`src/rtl/swarq_pkg.sv`:
```
package swarq_pkg;

  // event codes
  localparam logic [1:0] FUNC_SEND    = 2'd0;
  localparam logic [1:0] FUNC_FRAME   = 2'd1;
  localparam logic [1:0] FUNC_TIMEOUT = 2'd2;
  localparam logic [1:0] FUNC_EPOCH   = 2'd3;

  // received frame kinds
  localparam logic [1:0] FRAME_DATA = 2'd0;
  localparam logic [1:0] FRAME_ACK  = 2'd1;

  // emitted frame kinds
  localparam logic [1:0] KIND_NONE = 2'd0;
  localparam logic [1:0] KIND_DATA = 2'd1;
  localparam logic [1:0] KIND_ACK  = 2'd2;

  // timeout status codes
  localparam logic [1:0] TMO_IDLE    = 2'd0;
  localparam logic [1:0] TMO_FAILED  = 2'd1;
  localparam logic [1:0] TMO_RETRIED = 2'd2;
  localparam logic [1:0] TMO_NONE    = 2'd3;

  // configuration register indexes
  typedef logic [0:0] cfg_idx_t;
  localparam cfg_idx_t CFG_RETRY_CAP = 1'd0;
  localparam cfg_idx_t CFG_TX_PATH   = 1'd1;

  localparam logic [7:0] RETRY_CAP_RESET = 8'd3;

  typedef struct packed {
    logic [1:0]  func;
    logic [15:0] send_len;
    logic [1:0]  frame_type;
    logic [7:0]  frame_sequence;
    logic [7:0]  frame_payload_length;
    logic        consumer_accepts;
  } item_t;

  typedef struct packed {
    logic       send_accepted;
    logic [1:0] transmit_kind;
    logic       transmit_seq_bit;
    logic       payload_delivered;
    logic [1:0] timeout_status;
    logic       awaiting_ack;
  } result_t;

  typedef struct packed {
    logic       waiting;
    logic       tx_seq;
    logic       rx_seq;
    logic [7:0] retry_count;
  } link_state_t;

  typedef struct packed {
    logic [7:0] retry_cap;
    logic       tx_path_present;
  } cfg_t;

  localparam link_state_t STATE_RESET = '{waiting: 1'b0, tx_seq: 1'b0, rx_seq: 1'b0,
                                         retry_count: 8'd0};

endpackage

```
`src/rtl/swarq_if.sv`:
```
interface swarq_req_if;
  logic        valid;
  logic        ready;
  logic [1:0]  func;
  logic [15:0] send_len;
  logic [1:0]  frame_type;
  logic [7:0]  frame_sequence;
  logic [7:0]  frame_payload_length;
  logic        consumer_accepts;

  modport source (
    output valid, func, send_len, frame_type, frame_sequence,
           frame_payload_length, consumer_accepts,
    input  ready
  );
  modport sink (
    input  valid, func, send_len, frame_type, frame_sequence,
           frame_payload_length, consumer_accepts,
    output ready
  );
endinterface

interface swarq_rsp_if;
  logic       valid;
  logic       ready;
  logic       send_accepted;
  logic [1:0] transmit_kind;
  logic       transmit_seq_bit;
  logic       payload_delivered;
  logic [1:0] timeout_status;
  logic       awaiting_ack;

  modport source (
    output valid, send_accepted, transmit_kind, transmit_seq_bit,
           payload_delivered, timeout_status, awaiting_ack,
    input  ready
  );
  modport sink (
    input  valid, send_accepted, transmit_kind, transmit_seq_bit,
           payload_delivered, timeout_status, awaiting_ack,
    output ready
  );
endinterface

```
`src/rtl/swarq_cfg.sv`:
```
module swarq_cfg (
  input  logic              clk,
  input  logic              rst,
  input  logic              cfg_we,
  input  swarq_pkg::cfg_idx_t cfg_index,
  input  logic [7:0]        cfg_data,
  output swarq_pkg::cfg_t   cfg
);

  always_ff @(posedge clk) begin
    if (rst) begin
      cfg.retry_cap       <= swarq_pkg::RETRY_CAP_RESET;
      cfg.tx_path_present <= 1'b1;
    end else if (cfg_we) begin
      unique case (cfg_index)
        swarq_pkg::CFG_RETRY_CAP: cfg.retry_cap       <= cfg_data;
        swarq_pkg::CFG_TX_PATH:   cfg.tx_path_present <= cfg_data[0];
        default: ;
      endcase
    end
  end

endmodule

```
`src/rtl/swarq_core.sv`:
```
module swarq_core #(
  parameter int unsigned MAX_PAYLOAD = 64
) (
  input  swarq_pkg::item_t       item,
  input  swarq_pkg::link_state_t state,
  input  swarq_pkg::cfg_t        cfg,
  output swarq_pkg::result_t     result,
  output swarq_pkg::link_state_t state_next
);

  logic ack_match;
  logic seq_expected;
  logic seq_duplicate;

  assign ack_match     = (item.frame_payload_length == 8'd0) && state.waiting &&
                         (item.frame_sequence == {7'd0, state.tx_seq});
  assign seq_expected  = (item.frame_sequence == {7'd0, state.rx_seq});
  assign seq_duplicate = (item.frame_sequence == {7'd0, ~state.rx_seq});

  always_comb begin
    state_next = state;
    result.send_accepted     = 1'b0;
    result.transmit_kind     = swarq_pkg::KIND_NONE;
    result.transmit_seq_bit  = 1'b0;
    result.payload_delivered = 1'b0;
    result.timeout_status    = swarq_pkg::TMO_NONE;

    unique case (item.func)
      swarq_pkg::FUNC_SEND: begin
        if (!state.waiting && cfg.tx_path_present &&
            item.send_len <= 16'(MAX_PAYLOAD)) begin
          state_next.retry_count  = 8'd0;
          state_next.waiting      = 1'b1;
          result.send_accepted    = 1'b1;
          result.transmit_kind    = swarq_pkg::KIND_DATA;
          result.transmit_seq_bit = state.tx_seq;
        end
      end
      swarq_pkg::FUNC_FRAME: begin
        if (item.frame_type == swarq_pkg::FRAME_ACK) begin
          if (ack_match) begin
            state_next.waiting = 1'b0;
            state_next.tx_seq  = ~state.tx_seq;
          end
        end else if (item.frame_type == swarq_pkg::FRAME_DATA) begin
          if (seq_expected) begin
            if (item.consumer_accepts) begin
              result.payload_delivered = 1'b1;
              state_next.rx_seq        = ~state.rx_seq;
              result.transmit_kind     = swarq_pkg::KIND_ACK;
              result.transmit_seq_bit  = item.frame_sequence[0];
            end
          end else if (seq_duplicate) begin
            // duplicate: re-ack, drop the payload
            result.transmit_kind    = swarq_pkg::KIND_ACK;
            result.transmit_seq_bit = item.frame_sequence[0];
          end
        end
      end
      swarq_pkg::FUNC_TIMEOUT: begin
        if (!state.waiting) begin
          result.timeout_status = swarq_pkg::TMO_IDLE;
        end else if (state.retry_count >= cfg.retry_cap) begin
          state_next.waiting    = 1'b0;
          result.timeout_status = swarq_pkg::TMO_FAILED;
        end else begin
          state_next.retry_count  = state.retry_count + 8'd1;
          result.transmit_kind    = swarq_pkg::KIND_DATA;
          result.transmit_seq_bit = state.tx_seq;
          result.timeout_status   = swarq_pkg::TMO_RETRIED;
        end
      end
      swarq_pkg::FUNC_EPOCH: begin
        state_next = swarq_pkg::STATE_RESET;
      end
      default: state_next = state;
    endcase

    result.awaiting_ack = state_next.waiting;
  end

endmodule

```
`src/rtl/stop_and_wait_arq_link_unit.sv`:
```
// Alternating-bit stop-and-wait link controller. Every event item (send request,
// received frame, timeout tick, epoch reset) gives exactly one result item.
// Throughput is one item per clock while the result side is ready: the link state is
// read and updated in a single cycle between the input register and the result register.
// An accepted item passes the input register and then the result register, and the
// result leaves at the first edge at which the result side is ready; a held result
// holds the input register, and input stalls once both registers are full.
// Configuration (index 0 retry cap, index 1 transmit path present) is to be written
// by the user only while no item is in flight; the block itself does not enforce it.
module stop_and_wait_arq_link_unit #(
  parameter int unsigned MAX_PAYLOAD = 64
) (
  input  logic                clk,
  input  logic                rst,
  swarq_req_if.sink           req,
  swarq_rsp_if.source         rsp,
  input  logic                cfg_we,
  input  swarq_pkg::cfg_idx_t cfg_index,
  input  logic [7:0]          cfg_data
);

  swarq_pkg::cfg_t        cfg;
  swarq_pkg::item_t       item;
  logic                   item_vld;
  swarq_pkg::link_state_t state;
  swarq_pkg::link_state_t state_next;
  swarq_pkg::result_t     result;
  swarq_pkg::result_t     out_q;
  logic                   out_vld;
  logic                   advance;
  logic                   take;

  swarq_cfg u_cfg (
    .clk       (clk),
    .rst       (rst),
    .cfg_we    (cfg_we),
    .cfg_index (cfg_index),
    .cfg_data  (cfg_data),
    .cfg       (cfg)
  );

  swarq_core #(
    .MAX_PAYLOAD (MAX_PAYLOAD)
  ) u_core (
    .item       (item),
    .state      (state),
    .cfg        (cfg),
    .result     (result),
    .state_next (state_next)
  );

  assign advance   = item_vld && (!out_vld || rsp.ready);
  assign req.ready = !item_vld || advance;
  assign take      = req.valid && req.ready;

  always_ff @(posedge clk) begin
    if (rst) begin
      item_vld <= 1'b0;
      out_vld  <= 1'b0;
      state    <= swarq_pkg::STATE_RESET;
    end else begin
      if (take) begin
        item_vld <= 1'b1;
      end else if (advance) begin
        item_vld <= 1'b0;
      end
      if (advance) begin
        out_vld <= 1'b1;
        state   <= state_next;
      end else if (rsp.ready) begin
        out_vld <= 1'b0;
      end
    end
  end

  always_ff @(posedge clk) begin
    if (take) begin
      item.func                 <= req.func;
      item.send_len             <= req.send_len;
      item.frame_type           <= req.frame_type;
      item.frame_sequence       <= req.frame_sequence;
      item.frame_payload_length <= req.frame_payload_length;
      item.consumer_accepts     <= req.consumer_accepts;
    end
    if (advance) begin
      out_q <= result;
    end
  end

  assign rsp.valid             = out_vld;
  assign rsp.send_accepted     = out_q.send_accepted;
  assign rsp.transmit_kind     = out_q.transmit_kind;
  assign rsp.transmit_seq_bit  = out_q.transmit_seq_bit;
  assign rsp.payload_delivered = out_q.payload_delivered;
  assign rsp.timeout_status    = out_q.timeout_status;
  assign rsp.awaiting_ack      = out_q.awaiting_ack;

  a_send_sets_wait: assert property (@(posedge clk) disable iff (rst)
    out_vld && out_q.send_accepted |-> out_q.awaiting_ack && state.waiting)
    else $error("accepted send did not leave the link waiting for ack");

  a_deliver_acks: assert property (@(posedge clk) disable iff (rst)
    out_vld && out_q.payload_delivered |-> out_q.transmit_kind == swarq_pkg::KIND_ACK)
    else $error("delivered item was not acked");

  a_retry_emits_data: assert property (@(posedge clk) disable iff (rst)
    out_vld && out_q.timeout_status == swarq_pkg::TMO_RETRIED |->
      out_q.transmit_kind == swarq_pkg::KIND_DATA && out_q.awaiting_ack)
    else $error("retry did not re-emit the data frame");

  a_state_on_advance: assert property (@(posedge clk) disable iff (rst)
    !advance |=> $stable(state))
    else $error("link state changed without an item");

endmodule
```
`src/flat_wrapper.sv`:
```
// flat-port wrapper written by rule: the top's interface ports become plain ports
module stop_and_wait_arq_link_unit_flat 
#(
  parameter int unsigned MAX_PAYLOAD = 64
)
  (clk, rst, cfg_we, cfg_index, cfg_data, req_valid, req_func, req_send_len, req_frame_type, req_frame_sequence, req_frame_payload_length, req_consumer_accepts, req_ready, rsp_valid, rsp_send_accepted, rsp_transmit_kind, rsp_transmit_seq_bit, rsp_payload_delivered, rsp_timeout_status, rsp_awaiting_ack, rsp_ready);
  swarq_req_if req_i ();
  swarq_rsp_if rsp_i ();
  input  logic clk;
  input  logic rst;
  input  logic cfg_we;
  input  swarq_pkg::cfg_idx_t cfg_index;
  input  logic [7:0] cfg_data;
  input wire logic [$bits(req_i.valid)-1:0] req_valid;
  input wire logic [$bits(req_i.func)-1:0] req_func;
  input wire logic [$bits(req_i.send_len)-1:0] req_send_len;
  input wire logic [$bits(req_i.frame_type)-1:0] req_frame_type;
  input wire logic [$bits(req_i.frame_sequence)-1:0] req_frame_sequence;
  input wire logic [$bits(req_i.frame_payload_length)-1:0] req_frame_payload_length;
  input wire logic [$bits(req_i.consumer_accepts)-1:0] req_consumer_accepts;
  output wire logic [$bits(req_i.ready)-1:0] req_ready;
  output wire logic [$bits(rsp_i.valid)-1:0] rsp_valid;
  output wire logic [$bits(rsp_i.send_accepted)-1:0] rsp_send_accepted;
  output wire logic [$bits(rsp_i.transmit_kind)-1:0] rsp_transmit_kind;
  output wire logic [$bits(rsp_i.transmit_seq_bit)-1:0] rsp_transmit_seq_bit;
  output wire logic [$bits(rsp_i.payload_delivered)-1:0] rsp_payload_delivered;
  output wire logic [$bits(rsp_i.timeout_status)-1:0] rsp_timeout_status;
  output wire logic [$bits(rsp_i.awaiting_ack)-1:0] rsp_awaiting_ack;
  input wire logic [$bits(rsp_i.ready)-1:0] rsp_ready;
  assign req_i.valid = req_valid;
  assign req_i.func = req_func;
  assign req_i.send_len = req_send_len;
  assign req_i.frame_type = req_frame_type;
  assign req_i.frame_sequence = req_frame_sequence;
  assign req_i.frame_payload_length = req_frame_payload_length;
  assign req_i.consumer_accepts = req_consumer_accepts;
  assign req_ready = req_i.ready;
  assign rsp_valid = rsp_i.valid;
  assign rsp_send_accepted = rsp_i.send_accepted;
  assign rsp_transmit_kind = rsp_i.transmit_kind;
  assign rsp_transmit_seq_bit = rsp_i.transmit_seq_bit;
  assign rsp_payload_delivered = rsp_i.payload_delivered;
  assign rsp_timeout_status = rsp_i.timeout_status;
  assign rsp_awaiting_ack = rsp_i.awaiting_ack;
  assign rsp_i.ready = rsp_ready;
  stop_and_wait_arq_link_unit #(.MAX_PAYLOAD(MAX_PAYLOAD)) u_core (.clk(clk), .rst(rst), .req(req_i), .rsp(rsp_i), .cfg_we(cfg_we), .cfg_index(cfg_index), .cfg_data(cfg_data));
endmodule
```
`config.mk`:
```
export PLATFORM = sky130hd
export DESIGN_NAME = stop_and_wait_arq_link_unit_flat
export DESIGN_NICKNAME = d
export VERILOG_FILES = /design/src/rtl/swarq_pkg.sv /design/src/rtl/swarq_if.sv /design/src/rtl/swarq_cfg.sv /design/src/rtl/swarq_core.sv /design/src/rtl/stop_and_wait_arq_link_unit.sv /design/src/flat_wrapper.sv
export SDC_FILE = /design/constraint.sdc
export NUM_CORES = 1
export LEC_CHECK = 0
export BUFFER_PORTS_ARGS = -buffer_cell sky130_fd_sc_hd__buf_2
export CAP_MARGIN = 30
export CELL_PAD_IN_SITES_DETAIL_PLACEMENT = 0
export CELL_PAD_IN_SITES_GLOBAL_PLACEMENT = 2
export CORE_ASPECT_RATIO = 0.6
export CORE_MARGIN = 8
export CORE_UTILIZATION = 35
export CTS_CLUSTER_SIZE = 10
export DETAILED_ROUTE_END_ITERATION = 10
export HOLD_SLACK_MARGIN = 0.12
export PLACE_DENSITY_LB_ADDON = 0.1
export SYNTH_ARGS = -nofsm -noshare
export SYNTH_HDL_FRONTEND = slang
export SYNTH_SLANG_ARGS = --single-unit
```
`constraint.sdc`:
```
create_clock -name clk -period 2.7 [get_ports clk]
set_input_delay 0.54 -clock clk [delete_from_list [all_inputs] [get_ports clk]]
set_output_delay 0.54 -clock clk [all_outputs]
set_load 0.03 [all_outputs]
```
==> impl_metrics.env <==
export IMPL_outcome="complete, no violations"
export IMPL_final_core_util=0.4534
export IMPL_clkPwrFrac=0.463
export IMPL_tritoncts="yes"
export IMPL_numCtsBuffers=9
export IMPL_vias=1982
export IMPL_irDropWorstVdd_mv=0.2969
export IMPL_rsz0062_at_grt="no"
export IMPL_report_final_slew_viol_count=0
export IMPL_internal_power_mw=1.916
export IMPL_pwr_share_seq=0.478
export IMPL_holdBufCountCts=0
export IMPL_grt_overflow_total=0
export IMPL_clk_path_buf_depth=2
export IMPL_worstHoldStart="req_frame_sequence[2]"
export IMPL_critPathMaxFanout=11
export IMPL_clkTransAtPathRegs_ns=0.06
export IMPL_grt_pass1_wl_um=10360
export IMPL_post_route_min_period_ns=2.298
export IMPL_antenna_found_initial=1
export IMPL_slew_headroom=0.5351
export IMPL_io_pins=61
export IMPL_hpwlAfterDp_um=5018
export IMPL_finalInstanceArea_um2=3560
export IMPL_ctsHtreeMaxLevel=3
export IMPL_start_util=0.3608
export IMPL_synth_warnings=0
export IMPL_drc=0
export IMPL_power_switching_mw=0.5279
export IMPL_synth_seq_area_share=0.6325
export IMPL_dpl_cell_area_um2=3267
export IMPL_path_class="flip-flop to flip-flop"
export IMPL_firstDrtPassIters=4
export IMPL_clk_insertion_delay_late_ns=0.32
export IMPL_hold_viol_final=0
export IMPL_grt_max_degree=38
export IMPL_p_leak_nw=1.377
export IMPL_wl_per_cell_um=15.29
export IMPL_setup_worst_path_start="u_core.state[0]$_SDFFE_PP0P_"
export IMPL_drt_initial_drc_count=110
export IMPL_cts_sinks=67
export IMPL_crit_arrival_ns=2.52
export IMPL_period_share=0.8510
export IMPL_crit_required_ns=2.93
export IMPL_post_cts_buffers=0
export IMPL_clockRootBuffer="clkbuf_16"
export IMPL_nets=366
export IMPL_ctsResizeCount=0
export IMPL_synth_seq_cells=67
export IMPL_switching_share=0.2161
export IMPL_place_inst=403
export IMPL_worstMarginPinSlew_ns=0.6909
export IMPL_synth_edf_count=45
export IMPL_die_area_um2=11320
export IMPL_viasPerCell=4.730
export IMPL_final_cells=419
export IMPL_gp_congestion=0.7924
export IMPL_power_density_nw_per_um2=686.4
export IMPL_finalClockSkew_ns=0.006403
export IMPL_totalWireLength_um=6408
export IMPL_fin_setup_tns_ns=0
export IMPL_cp_start_kind="flip-flop"
export IMPL_grt_usage=0.1181
export IMPL_min_path_type="primary input to flip-flop"
export IMPL_core_um2=7851
export IMPL_syn2layout_area_growth_pct=25.66
export IMPL_p_comb_frac=0.059
export IMPL_n_antenna_cell=0
export IMPL_num_rows=25
export IMPL_worstReg2RegStart="u_core.state[0]$_SDFFE_PP0P_"
export IMPL_end_kind="flip-flop"
export IMPL_fmax_ghz=0.4352
export IMPL_setup_viol=0
export IMPL_io_buffers=60
export IMPL_die_h_um=85.69
export IMPL_synth_nets=298
export IMPL_grt_pass1_vias=1960
export IMPL_synth_ff_type="edfxtp_1"
export IMPL_synth_distinct_cells=49
export IMPL_ant_nets=0
export IMPL_max_cap_viol_count=0
export IMPL_drive_above_1_share=0.2733
export IMPL_syn_instance_count=238
export IMPL_die_w_um=132.1
export IMPL_syn_area_um2=2833
export IMPL_async_reset_ff_frac=0
export IMPL_syn_area_per_cell_um2=11.90
==> sequential cells by signal, indices dropped and copies added, names as in the netlist <==
name and cells:
u_core.item 37, u_core.rsp.transmit_kind 2, u_core.state 11, u_core.rsp.valid 1
u_core.rsp.awaiting_ack 1, u_core.u_cfg.cfg 9, u_core.rsp.timeout_status 2, u_core.item_vld 1
u_core.rsp.transmit_seq_bit 1, u_core.rsp.send_accepted 1, u_core.rsp.payload_delivered 1
==> path summary, 6_finish.rpt <==
path / endpoint / slack [ns] / depth (start not counted)
setup reg to reg: u_core.state[1]$_SDFFE_PP0P_ / 0.40 / 8
setup / recovery: u_core.state[1]$_SDFFE_PP0P_ / 0.40 / 8
hold / removal: u_core.item[11]$_DFFE_PP_ / 0.39 / 1
hold reg to reg: u_core.u_cfg.cfg[3]$_SDFFE_PP0P_ / 0.46 / 2
==> power by group through the flow <==
| stage | logic [mW] | registers, mW | clock network (mW) |
|---|---|---|---|
| finish | 0.145 | 1.17 | 1.13 |
| global route | 0.163 | 1.17 | 1.21 |
| CTS | 0.148 | 1.17 | 1.16 |
| detailed placement | 0.148 | 1.19 | 0 |
| global placement | 0.147 | 1.19 | 0 |
| floorplan | 0.0701 | 1.19 | 0 |
==> area by class of cell <==
type | count | area (um2)
well taps | 108 | 135.1
inverters | 18 | 67.56
clock inverters | 7 | 67.56
flip-flops and latches | 67 | 1792
fillers | 757 | 4292
multi-input cells | 147 | 949.7
repair buffers | 63 | 322.8
clock buffers | 9 | 225.2
==> through the flow <==
stage	worst slack, ns	total power, mW	hold WS, ns
floorplan	0.4981	1.264	0.4363
global placement	0.4924	1.335	0.4453
detailed placement	0.4092	1.336	0.4522
CTS	0.4001	2.480	0.3699
global route	0.1678	2.545	0.3669
finish	0.4024	2.443	0.3861
==> worst max-delay path, cell delays in order, from the launching register on <==
cell and delay [ns]:
dfxtp_1 0.42, inv_1 0.09, ha_1 0.27, and3_1 0.14, o21ai_1 0.06, a311oi_1 0.46
o21a_1 0.40, nor2_1 0.14, o32ai_1 0.23
==> per-layer routing <==
layer,part of all wire,GRT usage
met3,0.086,0.06243
met5,0.0012,0
met4,0.0083,0.04663
met1,0.56,0.1732
met2,0.34,0.1342
==> cell usage after synthesis, types with 2 or more instances <==
| cell type | number | area [um2] |
|---|---|---|
| edfxtp_1 | 45 | 1351 |
| nand2_1 | 29 | 108.9 |
| dfxtp_1 | 22 | 440.4 |
| a21oi_1 | 18 | 90.09 |
| inv_1 | 17 | 63.81 |
| nor2_1 | 13 | 48.80 |
| ha_1 | 9 | 112.6 |
| or4_1 | 6 | 45.04 |
| clkbuf_1 | 5 | 18.77 |
| nor4_1 | 5 | 31.28 |
| o21ai_0 | 5 | 25.02 |
| nand3_1 | 4 | 20.02 |
| nand4_1 | 4 | 25.02 |
| nor2b_1 | 4 | 25.02 |
| o31ai_1 | 4 | 30.03 |
| a211o_1 | 3 | 26.28 |
| nand2b_1 | 3 | 18.77 |
| nand3b_1 | 3 | 22.52 |
| a21boi_0 | 2 | 15.01 |
| a31oi_1 | 2 | 12.51 |
| and2_1 | 2 | 12.51 |
| and3_1 | 2 | 12.51 |
| nor3_1 | 2 | 10.01 |
| o211ai_1 | 2 | 15.01 |
| o32ai_1 | 2 | 17.52 |
| or3_1 | 2 | 12.51 |
==> layout by cell type (no fill, tap or decap), types with 2 or more instances in the layout <==
cell | synthesis | routed
and2_1 | 2 | 2
and3_1 | 2 | 2
nor2b_1 | 4 | 4
a21boi_0 | 2 | 2
or4_1 | 6 | 6
nand2b_1 | 3 | 3
nand2_1 | 29 | 29
o211ai_1 | 2 | 2
a211o_1 | 3 | 3
dfxtp_1 | 22 | 22
inv_1 | 17 | 17
or3_1 | 2 | 2
nand3_1 | 4 | 4
nand3b_1 | 3 | 3
nor2_1 | 13 | 13
clkbuf_16 | 0 | 9
ha_1 | 9 | 9
o32ai_1 | 2 | 2
clkinv_1 | 0 | 2
edfxtp_1 | 45 | 45
o31ai_1 | 4 | 4
nand4_1 | 4 | 4
a31oi_1 | 2 | 2
nor3_1 | 2 | 2
o21ai_0 | 5 | 5
nor4_1 | 5 | 5
a21oi_1 | 18 | 18
buf_2 | 1 | 60
buf_4 | 0 | 3
==> logic make-up (layout without fill, tap and decap cells) <==
logic type                 after synthesis  count (layout)  synth area share
adders and majority gates                9               9           0.03975
and+or+nand+nor                         89              89            0.1767
xor gates and xnor gates                 2               2          0.006185
AOI/OAI and AO/OA                       47              47            0.1126
DFF                                     67              67            0.6325
buffers and inverters                   24              97           0.03224
(Power assumes the default switching activity.)
